$ cat src/hw/rtl/can_transport_segmenter_core_macros.svh
// assertion macros shared by the segmenter rtl
`ifndef CAN_TRANSPORT_SEGMENTER_CORE_MACROS_SVH
`define CAN_TRANSPORT_SEGMENTER_CORE_MACROS_SVH

// same-cycle implication, checked out of reset
`define CTS_ASSERT_NOW(lbl, ante, cons, msg) \
	lbl: assert property (@(posedge clk) disable iff (!arst_n) (ante) |-> (cons)) \
		else $error(msg);

// next-cycle implication, checked out of reset
`define CTS_ASSERT_NEXT(lbl, ante, cons, msg) \
	lbl: assert property (@(posedge clk) disable iff (!arst_n) (ante) |=> (cons)) \
		else $error(msg);

`endif

$ cat src/hw/rtl/cts_pkg.sv
// shared types and constants of the can transport segmenter
`default_nettype none
package cts_pkg;

	// sender phase codes
	localparam logic [2:0] PH_IDLE   = 3'd0;
	localparam logic [2:0] PH_SINGLE = 3'd1;
	localparam logic [2:0] PH_FIRST  = 3'd2;
	localparam logic [2:0] PH_WAIT   = 3'd3;
	localparam logic [2:0] PH_CONSEC = 3'd4;

	// frame layout constants
	localparam logic [11:0] SF_MAX  = 12'd7;
	localparam logic [2:0]  FF_DATA = 3'd6;
	localparam logic [2:0]  CF_DATA = 3'd7;
	localparam logic [3:0]  FF_PCI  = 4'h1;
	localparam logic [3:0]  CF_PCI  = 4'h2;
	localparam logic [3:0]  SEQ_START = 4'd1;

	localparam int unsigned MAX_RESULTS = 3;

	typedef struct packed {
		logic        func;
		logic [7:0]  payload_byte;
		logic        first_of_message;
		logic [11:0] message_length;
		logic [7:0]  block_size;
	} item_t;

	typedef struct packed {
		logic [7:0] frame_byte;
		logic       frame_end;
		logic       status;
		logic       last_of_run;
	} result_t;

	typedef struct packed {
		logic [1:0]                      count;
		result_t [MAX_RESULTS-1:0]       res;
	} results_t;

endpackage
`default_nettype wire

$ cat src/hw/rtl/cts_engine.sv
// segmentation state and per-item frame byte generation
`default_nettype none
`include "can_transport_segmenter_core_macros.svh"
module cts_engine (
	input  wire logic             clk,
	input  wire logic             arst_n,
	input  wire cts_pkg::item_t   item,
	input  wire logic             commit,
	output cts_pkg::results_t     results
);

	logic [2:0]  phase_q, phase_d;
	logic [11:0] rem_q, rem_d;
	logic [2:0]  bif_q, bif_d;
	logic [3:0]  seq_q, seq_d;
	logic [7:0]  fsf_q, fsf_d;
	logic [7:0]  cbs_q, cbs_d;
	logic        sending;

	function automatic cts_pkg::result_t mk(input logic [7:0] b, input logic e, input logic st);
		cts_pkg::result_t r;
		r.frame_byte  = b;
		r.frame_end   = e;
		r.status      = st;
		r.last_of_run = 1'b0;
		return r;
	endfunction

	always_comb begin
		logic [11:0] rem_dec;
		logic [2:0]  bif_inc;
		logic [7:0]  fsf_inc;
		logic        fr_end;
		logic [11:0] len;
		phase_d = phase_q;
		rem_d   = rem_q;
		bif_d   = bif_q;
		seq_d   = seq_q;
		fsf_d   = fsf_q;
		cbs_d   = cbs_q;
		results = '0;
		len     = item.message_length;
		rem_dec = rem_q - 12'd1;
		bif_inc = bif_q + 3'd1;
		fsf_inc = fsf_q + 8'd1;
		fr_end  = 1'b0;
		if (item.func) begin
			// flow control only matters while waiting
			if (phase_q == cts_pkg::PH_WAIT) begin
				cbs_d   = item.block_size;
				fsf_d   = 8'd0;
				bif_d   = 3'd0;
				phase_d = cts_pkg::PH_CONSEC;
			end
		end else if (item.first_of_message) begin
			bif_d = 3'd0;
			fsf_d = 8'd0;
			seq_d = cts_pkg::SEQ_START;
			if (len == 12'd0) begin
				phase_d = cts_pkg::PH_IDLE;
				rem_d   = 12'd0;
			end else begin
				rem_d = len - 12'd1;
				if (len <= cts_pkg::SF_MAX) begin
					results.res[0] = mk(len[7:0], 1'b0, 1'b0);
					results.res[1] = mk(item.payload_byte, (rem_d == 12'd0), 1'b0);
					results.count  = 2'd2;
					phase_d = (rem_d == 12'd0) ? cts_pkg::PH_IDLE : cts_pkg::PH_SINGLE;
				end else begin
					results.res[0] = mk({cts_pkg::FF_PCI, len[11:8]}, 1'b0, 1'b0);
					results.res[1] = mk(len[7:0], 1'b0, 1'b0);
					results.res[2] = mk(item.payload_byte, 1'b0, 1'b0);
					results.count  = 2'd3;
					bif_d   = 3'd1;
					phase_d = cts_pkg::PH_FIRST;
				end
			end
		end else begin
			case (phase_q)
				cts_pkg::PH_SINGLE: begin
					rem_d = rem_dec;
					results.res[0] = mk(item.payload_byte, (rem_dec == 12'd0), 1'b0);
					results.count  = 2'd1;
					if (rem_dec == 12'd0) begin
						phase_d = cts_pkg::PH_IDLE;
					end
				end
				cts_pkg::PH_FIRST: begin
					rem_d  = rem_dec;
					fr_end = (bif_inc >= cts_pkg::FF_DATA) || (rem_dec == 12'd0);
					results.res[0] = mk(item.payload_byte, fr_end, 1'b0);
					results.count  = 2'd1;
					if (fr_end) begin
						bif_d   = 3'd0;
						fsf_d   = 8'd0;
						phase_d = (rem_dec == 12'd0) ? cts_pkg::PH_IDLE : cts_pkg::PH_WAIT;
					end else begin
						bif_d = bif_inc;
					end
				end
				cts_pkg::PH_WAIT: begin
					// byte rejected, state untouched
					results.res[0] = mk(8'd0, 1'b0, 1'b1);
					results.count  = 2'd1;
				end
				cts_pkg::PH_CONSEC: begin
					rem_d  = rem_dec;
					fr_end = (bif_inc == cts_pkg::CF_DATA) || (rem_dec == 12'd0);
					if (bif_q == 3'd0) begin
						results.res[0] = mk({cts_pkg::CF_PCI, seq_q}, 1'b0, 1'b0);
						results.res[1] = mk(item.payload_byte, fr_end, 1'b0);
						results.count  = 2'd2;
						seq_d = seq_q + 4'd1;
					end else begin
						results.res[0] = mk(item.payload_byte, fr_end, 1'b0);
						results.count  = 2'd1;
					end
					if (fr_end) begin
						bif_d = 3'd0;
						fsf_d = fsf_inc;
						if (rem_dec == 12'd0) begin
							phase_d = cts_pkg::PH_IDLE;
						end else if ((cbs_q != 8'd0) && (fsf_inc == cbs_q)) begin
							fsf_d   = 8'd0;
							phase_d = cts_pkg::PH_WAIT;
						end
					end else begin
						bif_d = bif_inc;
					end
				end
				default: begin
					// idle or unused code: stray byte dropped
					phase_d = cts_pkg::PH_IDLE;
				end
			endcase
		end
		for (int i = 0; i < cts_pkg::MAX_RESULTS; i++) begin
			results.res[i].last_of_run = (2'(i) == (results.count - 2'd1));
		end
	end

	always_ff @(posedge clk or negedge arst_n) begin
		if (!arst_n) begin
			phase_q <= cts_pkg::PH_IDLE;
			rem_q   <= 12'd0;
			bif_q   <= 3'd0;
			seq_q   <= cts_pkg::SEQ_START;
			fsf_q   <= 8'd0;
			cbs_q   <= 8'd0;
		end else if (commit) begin
			phase_q <= phase_d;
			rem_q   <= rem_d;
			bif_q   <= bif_d;
			seq_q   <= seq_d;
			fsf_q   <= fsf_d;
			cbs_q   <= cbs_d;
		end
	end

	// phases that still owe message bytes
	assign sending = (phase_q == cts_pkg::PH_SINGLE) || (phase_q == cts_pkg::PH_FIRST) ||
		(phase_q == cts_pkg::PH_CONSEC);

	`CTS_ASSERT_NOW(a_wait_frame_closed, phase_q == cts_pkg::PH_WAIT, bif_q == 3'd0, "wait with open frame")
	`CTS_ASSERT_NOW(a_active_has_data, sending, rem_q != 12'd0, "sending phase with no bytes left")
	`CTS_ASSERT_NOW(a_cf_open, phase_q == cts_pkg::PH_CONSEC, bif_q < cts_pkg::CF_DATA, "frame overfull")

endmodule
`default_nettype wire

$ cat src/hw/rtl/cts_outbuf.sv
// three-entry result queue driving the master stream
`default_nettype none
`include "can_transport_segmenter_core_macros.svh"
module cts_outbuf (
	input  wire logic               clk,
	input  wire logic               arst_n,
	input  wire logic               load,
	input  wire cts_pkg::results_t  results,
	output logic                    free,
	input  wire logic               m_tready,
	output logic                    m_tvalid,
	output cts_pkg::result_t        head
);

	cts_pkg::result_t [cts_pkg::MAX_RESULTS-1:0] ent_q;
	logic [1:0] cnt_q;
	logic       pop;

	assign m_tvalid = (cnt_q != 2'd0);
	assign pop      = m_tvalid && m_tready;
	assign head     = ent_q[0];
	// room for a new run once the last entry leaves
	assign free     = (cnt_q == 2'd0) || ((cnt_q == 2'd1) && pop);

	always_ff @(posedge clk or negedge arst_n) begin
		if (!arst_n) begin
			cnt_q <= 2'd0;
		end else if (load) begin
			cnt_q <= results.count;
		end else if (pop) begin
			cnt_q <= cnt_q - 2'd1;
		end
	end

	always_ff @(posedge clk) begin
		if (load) begin
			ent_q <= results.res;
		end else if (pop) begin
			ent_q[0] <= ent_q[1];
			ent_q[1] <= ent_q[2];
		end
	end

	`CTS_ASSERT_NOW(a_load_when_free, load, (cnt_q == 2'd0) || ((cnt_q == 2'd1) && pop), "queue overwritten")
	`CTS_ASSERT_NOW(a_tail_is_last, cnt_q == 2'd1, ent_q[0].last_of_run, "final queued result not marked last")
	`CTS_ASSERT_NEXT(a_pop_count, pop && !load && (cnt_q > 2'd1), cnt_q == ($past(cnt_q) - 2'd1), "queue count slip")

endmodule
`default_nettype wire

$ cat src/hw/rtl/can_transport_segmenter_core.sv
// top level of the can transport (iso-tp) segmentation sender
// path: an accepted transaction passes the input register stage and the result queue
//   to the master side; its later bytes follow one per cycle while m_tready is high
// throughput: one transaction per cycle for items with at most one result while the master
//   side accepts; others wait until the single-entry-per-cycle result queue drains
// reset: arst_n asynchronous active low; idle phase, sequence 1, empty input and output stages
`default_nettype none
module can_transport_segmenter_core (
	input  wire logic        clk,
	input  wire logic        arst_n,
	// slave side: incoming payload bytes and flow control
	input  wire logic        s_tvalid,
	output logic             s_tready,
	input  wire logic [31:0] s_tdata,  // payload_byte[7:0], first_of_message[8],
	                                   // message_length[20:9], block_size[28:21], zero pad
	input  wire logic        s_tuser,  // func: 0 payload byte, 1 flow control frame
	// master side: outgoing frame bytes
	output logic             m_tvalid,
	input  wire logic        m_tready,
	output logic [15:0]      m_tdata,  // frame_byte[7:0], last_of_run[8], zero pad
	output logic             m_tuser,  // status: 1 byte rejected while awaiting flow control
	output logic             m_tlast   // frame_end: last byte of a can frame
);

	// input register stage
	cts_pkg::item_t    item_s1;
	logic              valid_s1;
	cts_pkg::results_t results;
	cts_pkg::result_t  head;
	logic              free;
	logic              commit;
	logic              load;

	// an item with no frame bytes retires without the queue; others need it free
	assign commit   = valid_s1 && ((results.count == 2'd0) || free);
	assign load     = commit && (results.count != 2'd0);
	assign s_tready = !valid_s1 || commit;

	always_ff @(posedge clk or negedge arst_n) begin
		if (!arst_n) begin
			valid_s1 <= 1'b0;
		end else if (s_tvalid && s_tready) begin
			valid_s1 <= 1'b1;
		end else if (commit) begin
			valid_s1 <= 1'b0;
		end
	end

	always_ff @(posedge clk) begin
		if (s_tvalid && s_tready) begin
			item_s1.func             <= s_tuser;
			item_s1.payload_byte     <= s_tdata[7:0];
			item_s1.first_of_message <= s_tdata[8];
			item_s1.message_length   <= s_tdata[20:9];
			item_s1.block_size       <= s_tdata[28:21];
		end
	end

	// segmentation state and frame byte generation
	cts_engine u_engine (
		.clk     (clk),
		.arst_n  (arst_n),
		.item    (item_s1),
		.commit  (commit),
		.results (results)
	);

	// result queue, one frame byte per master-side transfer, up to three per transaction
	cts_outbuf u_outbuf (
		.clk      (clk),
		.arst_n   (arst_n),
		.load     (load),
		.results  (results),
		.free     (free),
		.m_tready (m_tready),
		.m_tvalid (m_tvalid),
		.head     (head)
	);

	assign m_tdata = {7'd0, head.last_of_run, head.frame_byte};
	assign m_tuser = head.status;
	assign m_tlast = head.frame_end;

endmodule
`default_nettype wire
$ cat config.mk
export PLATFORM = sky130hd
export DESIGN_NAME = can_transport_segmenter_core
export DESIGN_NICKNAME = d
export VERILOG_FILES = /design/src/hw/rtl/cts_pkg.sv /design/src/hw/rtl/cts_engine.sv /design/src/hw/rtl/cts_outbuf.sv /design/src/hw/rtl/can_transport_segmenter_core.sv
export VERILOG_INCLUDE_DIRS = /design/src /design/src/hw/rtl
export SDC_FILE = /design/constraint.sdc
export NUM_CORES = 1
export LEC_CHECK = 0
export BUFFER_PORTS_ARGS = -buffer_cell sky130_fd_sc_hd__buf_4
export CAP_MARGIN = 20
export CELL_PAD_IN_SITES_DETAIL_PLACEMENT = 0
export CELL_PAD_IN_SITES_GLOBAL_PLACEMENT = 1
export CORE_ASPECT_RATIO = 1.1
export CORE_MARGIN = 5
export CORE_UTILIZATION = 45
export DETAILED_ROUTE_END_ITERATION = 12
export PLACE_DENSITY_LB_ADDON = 0.1
export SYNTH_ARGS = -nofsm -noshare
export SYNTH_HDL_FRONTEND = slang
export SYNTH_HIERARCHICAL = 1
export SYNTH_SLANG_ARGS = --single-unit
export TNS_END_PERCENT = 50
$ cat constraint.sdc
create_clock -name clk -period 5.58 [get_ports clk]
set_input_delay 0.279 -clock clk [delete_from_list [all_inputs] [get_ports clk]]
set_output_delay 0.279 -clock clk [all_outputs]
set_load 0.005 [all_outputs]
==> results.yml <==
clock_tree:
  clk-insertion-delay-late_ns: 0.36
  cts_max_path_buffers: 2
  clk_pin_slew_ns: 0.07
  tritoncts: "built"
  postCtsSetupBuffers: 0
  clock-sinks: 104
  cts_buffers: 9
  h-tree-depth: 3
  cts-root-buf: "clkbuf_16"
  cts_resized: 0
die:
  fp.dieW_um: 119.5
  core.rowCount: 44
  die-area_mm2: 0.01559
  ioPinCount: 57
  start_util_pct: 45.50
  core_area_mm2: 0.01305
  dieHeight_um: 130.5
global_routing:
  grt_pass1_vias: 4170
  overflow: 0
  grt_pass1_wl_um: 21450
  grt_max_degree: 46
  antenna_found_initial: 0
  track_usage_pct: 17.41
drt:
  drtIter0Drc: 301
  wire_per_inst_um: 17.38
  drc: 0
  detail-route-antenna-nets: 0
  drt_pass1_iterations: 5
  via_per_inst: 5.663
  vias: 4298
  drt_wl_total_um: 13190
worst_setup_path:
  cp_data_arrival_time_ns: 3.81
  cp_max_fo: 40
  path_class: "flip-flop to flip-flop"
  cpMostUsedCell: "buf_4"
  start_kind: "flip-flop"
  path_cells: "nor3b_1 -> and2_0 -> o21bai_1 -> buf_4 -> a31oi_1 -> o211a_1 -> buf_4 -> or2_2"
  worst_path_largest_cell_delay_ns: 0.67
  cp_num_buf_inv: 2
  cp_slowest_cell: "and2_0"
  cp-end-kind: "flip-flop"
  cp_top_family: "simple AND/OR/NAND/NOR gates"
  cp.required_ns: 5.58
sta:
  rsz0062_at_grt: "no"
  slew_violations: 0
  slew_headroom_pct: 47.43
  finalHoldViolCount: 0
  setup_tns_ns: 0
  fmax_mhz: 262.5
  finalSetupViolCount: 0
  tightestPinTransition_ns: 0.7856
  clock_skew_ns: 0.009348
  fin_hold_ws_ns: 0.09069
  min_period_ns: 3.810
  post-route-period-util_pct: 68.28
yosys:
  async_flop_share_pct: 39.42
  synth_common_cells: "63 x edfxtp_1, 46 x nand2_1, 40 x dfrtp_1"
  yosysSeqAreaShare_pct: 49.17
  syn_area_mm2: 0.005937
  synth.most_common_cell: "edfxtp_1"
  synth_top_area_share_pct: 31.87
  syn_avg_cell_area_um2: 10.40
  ys.flop_type: "edfxtp_1"
  ys_warn_count: 6
  yosysTopAreaCell: "edfxtp_1"
  ys_ff_latch: 104
  synth-edff-count: 63
  synth.distinct_cells: 72
  synth.area.top_cells: "edfxtp_1 32%, dfrtp_1 17%, mux2_2 5.9%, o21ai_0 3.0%, nand2_1 2.9%"
  synthCells: 571
cells_and_area:
  drive_gt1_share_pct: 20.40
  n_antenna_cell: 0
  syn_to_final_growth_pct: 11.30
  nNetsFinal: 643
run:
  cap_violations: 0
placement:
  io_buffers: 46
  gp_congestion: 0.8310
  dp.final_hpwl_um: 9233
power:
  peakVddDrop_v: 0.0003161
  leakagePower_nw: 2.567
  power-per-cell-area_mw_per_mm2: 470.8
min_path:
  worstHoldPathType: "input pin to flip-flop"
outcome:
  outcome: "complete, no violations"
[area by class of cell]
class	count	area (um^2)
Clock buffer	9	225.2
Multi-Input combinational cell	403	2690
Inverter	20	75.07
Clock inverter	7	66.31
Tap cell	161	201.4
Fill cell	1190	6440
Sequential cell	104	2919
Timing Repair Buffer	55	430.4
[registers in the layout, summed over array words and instances, names as in the netlist]
| signal | cells |
|---|---|
| item_s1 | 30 |
| u_engine/bif_q | 3 |
| u_engine/cbs_q | 8 |
| u_engine/fsf_q | 8 |
| u_engine/phase_q | 3 |
| u_engine/rem_q | 12 |
| u_engine/seq_q | 4 |
| u_outbuf/cnt_q | 2 |
| u_outbuf/ent_q | 22 |
| u_outbuf/head | 11 |
| valid_s1 | 1 |
[placed cells by master (no fill, tap or decap), types with 15 or more instances in the layout]
cell type	count
edfxtp_1	63
buf_4	51
nor3_1	15
o21ai_0	35
nand2_1	46
nor2_1	35
inv_1	20
dfrtp_1	40
mux2_2	31
a21oi_1	33
[worst reg2reg max path, cell delays in order (launching register included)]
cell      delay (ns)
dfrtp_1         0.52
nor3b_1         0.47
and2_0          0.67
o21bai_1        0.11
buf_4           0.19
a31oi_1         0.29
o211a_1         0.21
buf_4           0.42
or2_2           0.56
[power by group]
part / switching, W / internal [W]
sequential: 0.000231 / 0.00113
clock: 0.000305 / 0.000311
combinational: 0.000610 / 0.000524
[routing by layer]
layer	up-vias	global-route usage, %	share of wire [%]
met2	98	29.49	49
met4	0	7.412	2.0
met5	-	0	0
met1	2078	22.60	45
li1	2107	-	-
met3	15	2.497	3.5
[path summary, 6_finish.rpt]
| check | slack, ns | end | cells past startpoint | start |
|---|---|---|---|---|
| hold reg to reg | 0.48 | u_engine/cbs_q[0]$_DFFE_PN0P_ | 1 | item_s1[0]$_DFFE_PP_ |
| max in group asynchronous | 4.71 | u_engine/rem_q[10]$_DFFE_PN0P_ | 2 | arst_n |
| min in group asynchronous | 0.47 | u_engine/bif_q[2]$_DFFE_PN0P_ | 2 | arst_n |
| setup reg to reg | 1.77 | u_outbuf/head[2]$_DFFE_PP_ | 8 | u_engine/phase_q[0]$_DFFE_PN0P_ |
| setup / recovery | 1.77 | u_outbuf/head[2]$_DFFE_PP_ | 8 | u_engine/phase_q[0]$_DFFE_PN0P_ |
| hold / removal | 0.09 | item_s1[8]$_DFFE_PP_ | 1 | s_tdata[9] |
[per-stage QoR]
step,utilization [%],std cells,setup WS (ns),power (W),area (um^2)
global placement,47.99,738,1.731,0.002467,6261
detailed placement,48.02,739,1.639,0.002499,6266
CTS,50.34,756,1.633,0.003128,6568
global route,50.64,759,1.518,0.003328,6608
floorplan,-,579,1.691,0.002212,5967
finish,50.64,759,1.770,0.003111,6608
[cells by family after synthesis]
| family | share of synthesized area, % |
|---|---|
| other | 0.1265 |
| adder cells (fa/ha/maj) | 2.740 |
| AO/OA/AOI/OAI | 14.88 |
| XOR/XNOR | 3.688 |
| multiplexers | 6.386 |
| AND/OR/NAND/NOR | 16.80 |
| buffers and inverters | 6.217 |
| flip-flops | 49.17 |
[what timing repair did]
action,CTS,global route
endpoints found under the setup margin,0,0
endpoints found under the hold margin,40,0
hold buffers,1,0
Note: power is estimated with default switching activity, not from simulation.
